==> src/sidtoa_pkg.sv <==
// Shared types and constants for the signed integer to decimal ASCII block.
// No dependencies; imported by sidtoa_front, sidtoa_back and the top level.
package sidtoa_pkg;

  localparam logic [7:0] CHAR_ZERO  = 8'h30;
  localparam logic [7:0] CHAR_MINUS = 8'h2D;

  typedef enum logic [1:0] {
    BK_IDLE,
    BK_CONV,
    BK_TRIM,
    BK_EMIT
  } bk_state_e;

endpackage

==> src/sidtoa_front.sv <==
// Front end: accepts input values, splits sign and magnitude, and holds them
// in a two-entry queue for the back end. Depends on sidtoa_pkg.
module sidtoa_front import sidtoa_pkg::*; #(
  parameter int VALUE_WIDTH = 32
) (
  input  logic                   clk_i,
  input  logic                   rst_ni,
  input  logic [VALUE_WIDTH-1:0] value_i,
  input  logic                   in_valid_i,
  output logic                   in_ready_o,
  output logic                   q_valid_o,
  input  logic                   q_ready_i,
  output logic                   q_neg_o,
  output logic [VALUE_WIDTH-1:0] q_mag_o
);

  logic [VALUE_WIDTH-1:0] mag_q [2];
  logic                   neg_q [2];
  logic                   wr_ptr_q, wr_ptr_d;
  logic                   rd_ptr_q, rd_ptr_d;
  logic [1:0]             cnt_q, cnt_d;
  logic                   push, pop;
  logic                   in_neg;
  logic [VALUE_WIDTH-1:0] in_mag;

  assign in_neg     = value_i[VALUE_WIDTH-1];
  assign in_mag     = in_neg ? (~value_i + VALUE_WIDTH'(1)) : value_i;
  assign in_ready_o = (cnt_q != 2'd2);
  assign q_valid_o  = (cnt_q != 2'd0);
  assign q_neg_o    = neg_q[rd_ptr_q];
  assign q_mag_o    = mag_q[rd_ptr_q];
  assign push       = in_valid_i && in_ready_o;
  assign pop        = q_valid_o && q_ready_i;

  always_comb begin
    wr_ptr_d = push ? ~wr_ptr_q : wr_ptr_q;
    rd_ptr_d = pop ? ~rd_ptr_q : rd_ptr_q;
    cnt_d    = cnt_q;
    if (push && !pop) begin
      cnt_d = cnt_q + 2'd1;
    end else if (pop && !push) begin
      cnt_d = cnt_q - 2'd1;
    end
  end

  always_ff @(posedge clk_i or negedge rst_ni) begin
    if (!rst_ni) begin
      wr_ptr_q <= 1'b0;
      rd_ptr_q <= 1'b0;
      cnt_q    <= 2'd0;
    end else begin
      wr_ptr_q <= wr_ptr_d;
      rd_ptr_q <= rd_ptr_d;
      cnt_q    <= cnt_d;
    end
  end

  always_ff @(posedge clk_i) begin
    if (push) begin
      mag_q[wr_ptr_q] <= in_mag;
      neg_q[wr_ptr_q] <= in_neg;
    end
  end

endmodule

==> src/sidtoa_back.sv <==
// Back end: shift-add-3 binary to BCD conversion, leading zero trim and
// character emission through an output register. Depends on sidtoa_pkg.
module sidtoa_back import sidtoa_pkg::*; #(
  parameter int VALUE_WIDTH = 32
) (
  input  logic                   clk_i,
  input  logic                   rst_ni,
  input  logic                   q_valid_i,
  output logic                   q_ready_o,
  input  logic                   q_neg_i,
  input  logic [VALUE_WIDTH-1:0] q_mag_i,
  output logic [7:0]             char_code_o,
  output logic                   last_char_o,
  output logic                   out_valid_o,
  input  logic                   out_ready_i
);

  localparam int NDIG = ((VALUE_WIDTH - 1) * 30103) / 100000 + 1;
  localparam int BW   = 4 * NDIG;
  localparam int CW   = $clog2(VALUE_WIDTH);
  localparam int DW   = $clog2(NDIG + 1);

  bk_state_e              state_q, state_d;
  logic [VALUE_WIDTH-1:0] mag_q, mag_d;
  logic [BW-1:0]          bcd_q, bcd_d;
  logic                   neg_q, neg_d;
  logic [CW-1:0]          step_q, step_d;
  logic [DW-1:0]          dig_q, dig_d;
  logic [7:0]             chr_q, chr_d;
  logic                   last_q, last_d;
  logic                   valid_q, valid_d;
  logic [BW-1:0]          adj;
  logic [3:0]             top;
  logic                   out_free;
  logic                   emit_last;

  assign top       = bcd_q[BW-1 -: 4];
  assign out_free  = !valid_q || out_ready_i;
  assign emit_last = !neg_q && (dig_q == DW'(1));

  always_comb begin
    for (int i = 0; i < NDIG; i++) begin
      adj[4*i +: 4] = (bcd_q[4*i +: 4] >= 4'd5) ? (bcd_q[4*i +: 4] + 4'd3)
                                                : bcd_q[4*i +: 4];
    end
  end

  always_comb begin
    state_d = state_q;
    unique case (state_q)
      BK_IDLE: if (q_valid_i) state_d = BK_CONV;
      BK_CONV: if (step_q == CW'(VALUE_WIDTH - 1)) state_d = BK_TRIM;
      BK_TRIM: if (top != 4'd0 || dig_q == DW'(1)) state_d = BK_EMIT;
      BK_EMIT: if (out_free && emit_last) state_d = BK_IDLE;
      default: state_d = BK_IDLE;
    endcase
  end

  always_comb begin
    q_ready_o = 1'b0;
    mag_d     = mag_q;
    bcd_d     = bcd_q;
    neg_d     = neg_q;
    step_d    = step_q;
    dig_d     = dig_q;
    chr_d     = chr_q;
    last_d    = last_q;
    valid_d   = out_ready_i ? 1'b0 : valid_q;
    unique case (state_q)
      BK_IDLE: begin
        q_ready_o = 1'b1;
        if (q_valid_i) begin
          mag_d  = q_mag_i;
          neg_d  = q_neg_i;
          bcd_d  = '0;
          step_d = '0;
        end
      end
      BK_CONV: begin
        bcd_d  = {adj[BW-2:0], mag_q[VALUE_WIDTH-1]};
        mag_d  = {mag_q[VALUE_WIDTH-2:0], 1'b0};
        step_d = step_q + CW'(1);
        dig_d  = DW'(NDIG);
      end
      BK_TRIM: begin
        if (top == 4'd0 && dig_q != DW'(1)) begin
          bcd_d = {bcd_q[BW-5:0], 4'd0};
          dig_d = dig_q - DW'(1);
        end
      end
      BK_EMIT: begin
        if (out_free) begin
          valid_d = 1'b1;
          if (neg_q) begin
            chr_d  = CHAR_MINUS;
            last_d = 1'b0;
            neg_d  = 1'b0;
          end else begin
            chr_d  = CHAR_ZERO + {4'd0, top};
            last_d = emit_last;
            bcd_d  = {bcd_q[BW-5:0], 4'd0};
            dig_d  = dig_q - DW'(1);
          end
        end
      end
      default: q_ready_o = 1'b0;
    endcase
  end

  always_ff @(posedge clk_i or negedge rst_ni) begin
    if (!rst_ni) begin
      state_q <= BK_IDLE;
      valid_q <= 1'b0;
      neg_q   <= 1'b0;
      step_q  <= '0;
      dig_q   <= '0;
    end else begin
      state_q <= state_d;
      valid_q <= valid_d;
      neg_q   <= neg_d;
      step_q  <= step_d;
      dig_q   <= dig_d;
    end
  end

  always_ff @(posedge clk_i) begin
    mag_q  <= mag_d;
    bcd_q  <= bcd_d;
    chr_q  <= chr_d;
    last_q <= last_d;
  end

  assign char_code_o = chr_q;
  assign last_char_o = last_q;
  assign out_valid_o = valid_q;

endmodule

==> src/signed_int_to_decimal_ascii.sv <==
// Top level: signed integer to decimal ASCII character stream.
// Depends on sidtoa_pkg, sidtoa_front and sidtoa_back.
//
// Input channel: value_i with in_valid_i/in_ready_o; one transfer per number.
// Output channel: char_code_o and last_char_o with out_valid_o/out_ready_i;
// one transfer per character, most significant first, '-' leading for
// negative values, last_char_o high on the final character.
// A two-entry queue in the front end feeds the converter, so up to two
// numbers are taken while the converter is busy.
// Per number the converter takes the value from the queue, runs the
// shift-add-3 loop over every magnitude bit, trims leading zero digits down
// to at least one digit, then emits one character at a time through the
// one-character output register. A stalled receiver holds the output
// register and stops emission; the queue keeps taking input until it is full.
// Reset empties the queue, idles the converter and clears out_valid_o.
module signed_int_to_decimal_ascii import sidtoa_pkg::*; #(
  parameter int VALUE_WIDTH = 32
) (
  input  logic                   clk_i,
  input  logic                   rst_ni,
  input  logic [VALUE_WIDTH-1:0] value_i,
  input  logic                   in_valid_i,
  output logic                   in_ready_o,
  output logic [7:0]             char_code_o,
  output logic                   last_char_o,
  output logic                   out_valid_o,
  input  logic                   out_ready_i
);

  logic                   q_valid;
  logic                   q_ready;
  logic                   q_neg;
  logic [VALUE_WIDTH-1:0] q_mag;

  sidtoa_front #(
    .VALUE_WIDTH(VALUE_WIDTH)
  ) u_front (
    .clk_i      (clk_i),
    .rst_ni     (rst_ni),
    .value_i    (value_i),
    .in_valid_i (in_valid_i),
    .in_ready_o (in_ready_o),
    .q_valid_o  (q_valid),
    .q_ready_i  (q_ready),
    .q_neg_o    (q_neg),
    .q_mag_o    (q_mag)
  );

  sidtoa_back #(
    .VALUE_WIDTH(VALUE_WIDTH)
  ) u_back (
    .clk_i       (clk_i),
    .rst_ni      (rst_ni),
    .q_valid_i   (q_valid),
    .q_ready_o   (q_ready),
    .q_neg_i     (q_neg),
    .q_mag_i     (q_mag),
    .char_code_o (char_code_o),
    .last_char_o (last_char_o),
    .out_valid_o (out_valid_o),
    .out_ready_i (out_ready_i)
  );

endmodule
==> config.mk <==
export PLATFORM = sky130hd
export DESIGN_NAME = signed_int_to_decimal_ascii
export DESIGN_NICKNAME = d
export VERILOG_FILES = /design/src/sidtoa_pkg.sv /design/src/sidtoa_front.sv /design/src/sidtoa_back.sv /design/src/signed_int_to_decimal_ascii.sv
export SDC_FILE = /design/constraint.sdc
export NUM_CORES = 1
export LEC_CHECK = 0
export BUFFER_PORTS_ARGS = -buffer_cell sky130_fd_sc_hd__buf_4
export CAP_MARGIN = 20
export CORE_MARGIN = 1.5
export CORE_UTILIZATION = 55
export CTS_CLUSTER_DIAMETER = 60
export CTS_CLUSTER_SIZE = 30
export DETAILED_ROUTE_END_ITERATION = 16
export PLACE_DENSITY = 0.76
export RECOVER_POWER = 50
export SKIP_LAST_GASP = 1
export SLEW_MARGIN = 30
export SYNTH_ARGS = -nofsm -noshare
export SYNTH_HDL_FRONTEND = slang
export SYNTH_SLANG_ARGS = --single-unit
==> constraint.sdc <==
create_clock -name clk_i -period 4.4 [get_ports clk_i]
set_input_delay 0.22 -clock clk_i [delete_from_list [all_inputs] [get_ports clk_i]]
set_output_delay 0.22 -clock clk_i [all_outputs]
set_load 0.005 [all_outputs]
=== Word-level counts from Yosys, hierarchy flattened ===
Memories as Yosys holds them, arrays and structs flattened.
Cells that the tools add are included.

* Memories kept: 2
* Logic and storage cells: 124
* Flip-flop bits (word level): 98
* Output and inout bits: 11
* Memory bits (writable): 66
* Input port bits: 36

* Eq/ne operators: 14
* Reduce and logical (&&, ||, !) cells: 27
* Bitwise logic cells: 3
* Magnitude comparators: 10
* Add/subtract/negate cells: 16
* Muxes and demuxes: 40

{| class="wikitable"
|+ Memory list
! name !! depth !! width !! rd ports !! clocked after memory_dff !! wr ports !! RTL line !! RTL
|-
| u_front.mag_q || 2 || 32 || 1 || 0 || 1 || sidtoa_front.sv:17 || <nowiki>logic [VALUE_WIDTH-1:0] mag_q [2];</nowiki>
|-
| u_front.neg_q || 2 || 1 || 1 || 0 || 1 || sidtoa_front.sv:18 || <nowiki>logic neg_q [2];</nowiki>
|}

{| class="wikitable"
|+ Operator list
! operator !! number
|-
| $mux W40 || 4
|-
| $pmux W40 S4 || 1
|-
| $mux W32 || 2
|-
| $pmux W32 S2 || 1
|-
| $mux W4 || 12
|-
| $ge A4 B3 Y1 const B || 10
|-
| $add A4 B2 Y4 const B || 9
|-
| $add A32 B1 Y32 const B || 1
|-
| $not A32 Y32 || 1
|-
| $mux W2 || 6
|-
| $pmux W4 S3 || 1
|-
| $reduce_and A4 Y1 || 3
|-
| $ne A2 B1 Y1 const B || 5
|-
| $pmux W5 S2 || 1
|-
| $mux W1 || 8
|-
| $pmux W2 S4 || 1
|-
| $reduce_bool A2 Y1 || 4
|-
| $add A6 B4 Y7 const A || 1
|-
| $logic_and A1 B1 Y1 || 7
|-
| $ne A2 B2 Y1 const B || 3
|-
| $add A5 B1 Y5 const B || 1
|-
| $eq A5 B5 Y1 const B || 1
|-
| $mux W5 || 1
|-
| $eq A2 B2 Y1 const B || 2
|-
| 18 further kinds || 24
|}

=== Depth between registers and ports, before layout ===
* Depth in word-level cells: 6
* Gate-level depth with buffers: 7
* Depth with buffers taken out: 7

=== By module ===
From an unflattened synthesis, not the netlist that was laid out.

* Cell total of the unflattened synthesis: 640
* Area, all modules: 8,270.4 um^2

{| class="wikitable"
|+ Modules (own cells, without submodules)
! module !! instances !! sequential area each (um^2) !! area an instance (um^2) !! cells an instance
|-
| sidtoa_back || 1 || 2,667.6 || 4,954.8 || 425
|-
| sidtoa_front || 1 || 2,082.0 || 3,315.7 || 215
|}

=== Least setup slack after synthesis ===
No wires, ideal clock.

* Kind: flip-flop to flip-flop
* Start point: register u_back.dig_q[0]
* End point: register u_back.bcd_q[0] (enable)
* Period minus slack after synthesis: 4.536 ns
* Data required time: 3.902 ns
* Path slack: -0.136 ns
* Stages on the path, launching flop included: 5
* Arrival: 4.038 ns
* Setup time: 0.498 ns
* Path buffers: 0
* Path through: dfrtp_1 -> ha_1 -> or3b_2 -> a31oi_1 -> a211oi_1

* Word-level cells in the longest chain between the ends: 4

{| class="wikitable"
|+ RTL lines
! what !! RTL line !! RTL
|-
| start: declaration || sidtoa_back.sv:28 || <nowiki>logic [DW-1:0] dig_q, dig_d;</nowiki>
|-
| start signal: assignment || sidtoa_back.sv:122 || <nowiki>dig_q <= dig_d;</nowiki>
|-
| $ne A4 B1 Y1 || sidtoa_back.sv:86 || <nowiki>if (top == 4'd0 && dig_q != DW'(1)) begin</nowiki>
|-
| $logic_and A1 B1 Y1 || sidtoa_back.sv:86 ||
|-
| $ne A2 B1 Y1 (no line) || n/a ||
|-
| $reduce_and A4 Y1 (no line) || n/a ||
|-
| end signal: assignment || sidtoa_back.sv:128 || <nowiki>bcd_q <= bcd_d;</nowiki>
|-
| end: declaration || sidtoa_back.sv:25 || <nowiki>logic [BW-1:0] bcd_q, bcd_d;</nowiki>
|}

Every way passes these cells.
A chain may end at the register's enable or synchronous reset.

=== Worst setup path in the final report ===
* Start point: register u_front.cnt_q[0]
* End point: memory u_front.mag_q[0][23] (enable)

* Word-level cells in the longest chain between the ends: 4

{| class="wikitable"
|+ RTL lines
! what !! RTL line !! RTL
|-
| start: declaration || sidtoa_front.sv:21 || <nowiki>logic [1:0] cnt_q, cnt_d;</nowiki>
|-
| start signal: assignment || sidtoa_front.sv:54 || <nowiki>cnt_q <= cnt_d;</nowiki>
|-
| $ne A2 B2 Y1 || sidtoa_front.sv:28 || <nowiki>assign in_ready_o = (cnt_q != 2'd2);</nowiki>
|-
| $logic_and A1 B1 Y1 || sidtoa_front.sv:32 || <nowiki>assign push = in_valid_i && in_ready_o;</nowiki>
|-
| $mux W1 || sidtoa_front.sv:59 || <nowiki>if (push) begin</nowiki>
|-
| $mux W1 (implied by the code) || sidtoa_front.sv:60 || <nowiki>mag_q[wr_ptr_q] <= in_mag;</nowiki>
|-
| end: declaration || sidtoa_front.sv:17 ||
|}

Every way passes these cells.

==> metrics.md <==
| Metric | Value |
|---|---|
| CTS Buf Count | 17 |
| Slowest-stage cell, CP | clkbuf_1 |
| Fmax | approximately 0.38 GHz |
| # hold bufs at CTS | 2 |
| Min-Delay Path Depth | 2 |
| Hold path start | value_i[30] |
| CP startpoint kind | register |
| Post-Route WL | approximately 15000 µm |
| Rel. slew slack | -27.89% |
| WS Path Type | reg2reg |
| Cell taking the most area after synthesis | edfxtp_1 |
| Area contributors post-synth | edfxtp_1, dfrtp_1, o21ai_0 |
| Final ANT Viol Nets | 0 |
| Clock sinks | between 150 and 200 |
| PwrDens | roughly 730 nW/µm² |
| Via/cell ratio | 5.673 |
| H-tree Lvls | 4 |
| CP arrival | 2.63 ns |
| Met2 wire len | about 7600 µm |
| Syn Area/Cell | about 12 µm² |
| Fin. Hold Viols | 0 |
| Root Driver | clkbuf_16 |
| Cell Rows | 44 |
| Final Cell Area | between 9000 and 10000 µm² |
| CTS Buffer Depth | 2 |
| Async SR Flop Fraction | 10.56% |
| Total congestion overflow | 0 |
| CTS clk-pin slew, worst paths | ~0.060 ns |
| Most frequent cell after synthesis | edfxtp_1 |
| Critical path's top delay family | buffers and inverters |
| Levels on crit path | 4 |
| Pins Over Slew Limit | 138 |
| Uppermost layer routed | met4 |
| Status | finished, violations left |
| Share of the synthesized area in the top cell type | 53.27% |
| GPL Wtd Cong | 0.7751 |
| CP cell instances | nand2b_1 > nand2_1 > nor2_2 > clkbuf_1 |
| Met3 WL | around 450 µm |
| Die area | between 15000 and 20000 µm² |
| Sequential area share after synthesis | 58.51% |
| Fin worst setup slack | 1.785 ns |
| Hold Crit Class | in2reg |
| Crit-path max cell delay | 1.33 ns |
| WL/cell | 16.41 µm |
| Largest net degree at the start of global routing | 72 |
| Drt first pass iters | 7 |
| First-pass GRT wire length | ~25000 µm |
| Final period utilization | about three fifths |
| Initial core utilization | approximately 56% |
| Area Overhead vs Synth | 13.59% |
| # diodes | 0 |
| Slew @ Worst Pin | roughly 1.9 ns |
| Total power | 6.775 mW |
| Fraction of layout instances using a drive strength above 1 | around 15% |
| Pre-CTS setup slack | roughly 1.8 ns |
| Worst reg2reg path startpoint | u_front.cnt_q[0] |
| Number of synthesized register bits | ~160 |
| Multi-input gate area | roughly 3100 µm² |
| Dpl hpwl | between 9000 and 10000 µm |
| Core Box Area | around 14000 µm² |
| RSZ-0062 raised after global routing | no |
| Non-Filler Instances | a little over 900 |
| Port buffer count | 43 |
| Most instantiated cells after synthesis | edfxtp_1, o21ai_0, nand2_1 |
| Sequential Area | 4750 µm² |
| Initial antenna violation count | 0 |
| Syn Std Cell Area | 8118 µm² |
| CP endpoint kind | register |
| Count of buffer and inverter cells on the critical path | 1 |
| Skew-Pair Late Insertion Delay | 0.42 ns |
| CTS tree | done |
| Setup slack, reg-to-reg | around 1.8 ns |
| Setup bufs post-CTS | 0 |
| Worst reg2reg path depth | 4 |
| EDFF count, synth | between 100 and 150 |
| YS warnings | 0 |
| Total global-route track usage | ~20% |
| Die height | around 120 µm |
| Wl on met1 | approximately 6500 µm |
| DRT iter0 DRCs | 420 |
| Number of max-cap violations | 4 |
| Remaining DRCs | 0 |
| Synth cell types | 52 |
| Nets | 784 |
| Clock skew | approximately 0.0083 ns |
| Vias | 5185 |
| Final Setup Violations | 0 |
| Top-level I/O count | 47 |
| Post-CTS sizing | 0 |
| TNS Setup | 0 ns |
| Pleak | between 3 and 4 nW |
| Failing checks | capacitance limit, slew limit |
| Min Clock Period, post-route | between 2 and 3 ns |
| Cells after Synth | 674 |
| Filler instances | 1100 |
| Critical path required time | approximately 4.4 ns |
| Placed Cells | slightly below 900 |
| Crit path max fanout | 33 |
| Maximum VDD drop | roughly 380 µV |
| Vias in the first global route | approximately 5400 |
| Hold Path End | u_front.mag_q[1][31] |
| Area post-placement | 8616 µm² |
| Chip width | 124.5 µm |
| Top FF cell, synth | edfxtp_1 |
| Reg-to-Reg End | u_front.mag_q[0][23] |
## report_power, final
group          internal, mW  switching, mW  leakage, nW  total [mW]
logic                 0.910           1.37         1.52        2.28
registers              2.57          0.420         1.62        2.99
clock network         0.898          0.605        0.292        1.50
## state kept, by name (all words and copies together), names as in the netlist, 2 cells and up
register	cells
u_back.bcd_q	40
u_back.dig_q	4
u_back.state_q	2
u_back.char_code_o	5
u_front.mag_q	64
u_back.mag_q	32
u_back.step_q	5
u_front.cnt_q	2
u_front.neg_q	2
## metrics by stage
stage / hold WS, ns / util, %
global placement: 0.09490 / 59.51
floorplan: -0.07559 / -
detailed placement: 0.1004 / 59.51
finish: 0.1253 / 63.69
global route: 0.1029 / 63.69
CTS: 0.1025 / 63.83
## kinds of logic (layout without fill, tap and decap cells)
family	count (synthesis)	after routing	synth area share, %
AND/OR/NAND/NOR	171	171	10.68
flip-flops	161	161	58.51
AO/OA/AOI/OAI	153	153	11.87
buffers and inverters	63	118	3.160
XOR/XNOR	47	47	5.071
multiplexers	46	46	5.842
adder cells (fa/ha/maj)	31	31	4.778
other	2	3	0.09251
## per-layer routing
layer	vias up	global-route usage, %
li1	2544	-
met1	2514	24.79
met2	102	35.71
met3	25	3.780
met4	0	8.790
met5	-	0
## cells in the final DEF, fill, tap and decap left out, types with 14 or more instances in the layout
cell | Yosys | layout
o21ai_0 | 82 | 82
clkbuf_16 | 0 | 17
inv_1 | 35 | 34
ha_1 | 31 | 30
mux2i_1 | 35 | 35
a21oi_1 | 25 | 25
xnor2_1 | 41 | 41
dfrtp_1 | 17 | 17
nand2b_1 | 18 | 18
edfxtp_1 | 144 | 144
nor2_1 | 18 | 16
nand2_1 | 80 | 80
buf_4 | 3 | 36
o31ai_1 | 14 | 14
## how the worst max path moves through the flow
stage	slack, ns	to	start
2_1_floorplan	1.24	u_back.bcd_q[0]	u_back.dig_q[0]
4_1_cts	1.78	u_back.mag_q[23]	u_back.state_q[1]
6_report	1.78	u_front.mag_q[0][23]	u_front.cnt_q[0]
5_1_grt	1.49	u_front.mag_q[0][8]	u_front.cnt_q[0]
3_5_place_dp	1.79	u_back.mag_q[25]	u_back.state_q[1]
3_3_place_gp	1.61	u_back.mag_q[26]	u_back.state_q[1]
## area by class of cell
| class | count | area share, % |
|---|---|---|
| Timing Repair Buffer | 51 | 4.003 |
| Clock buffer | 17 | 4.613 |
| Tap cell | 184 | 2.497 |
| Clock inverter | 15 | 1.954 |
| Sequential cell | 161 | 51.51 |
| Multi-Input combinational cell | 451 | 34.00 |
| Inverter | 35 | 1.425 |
No activity file was read; power rests on OpenSTA's default activity.
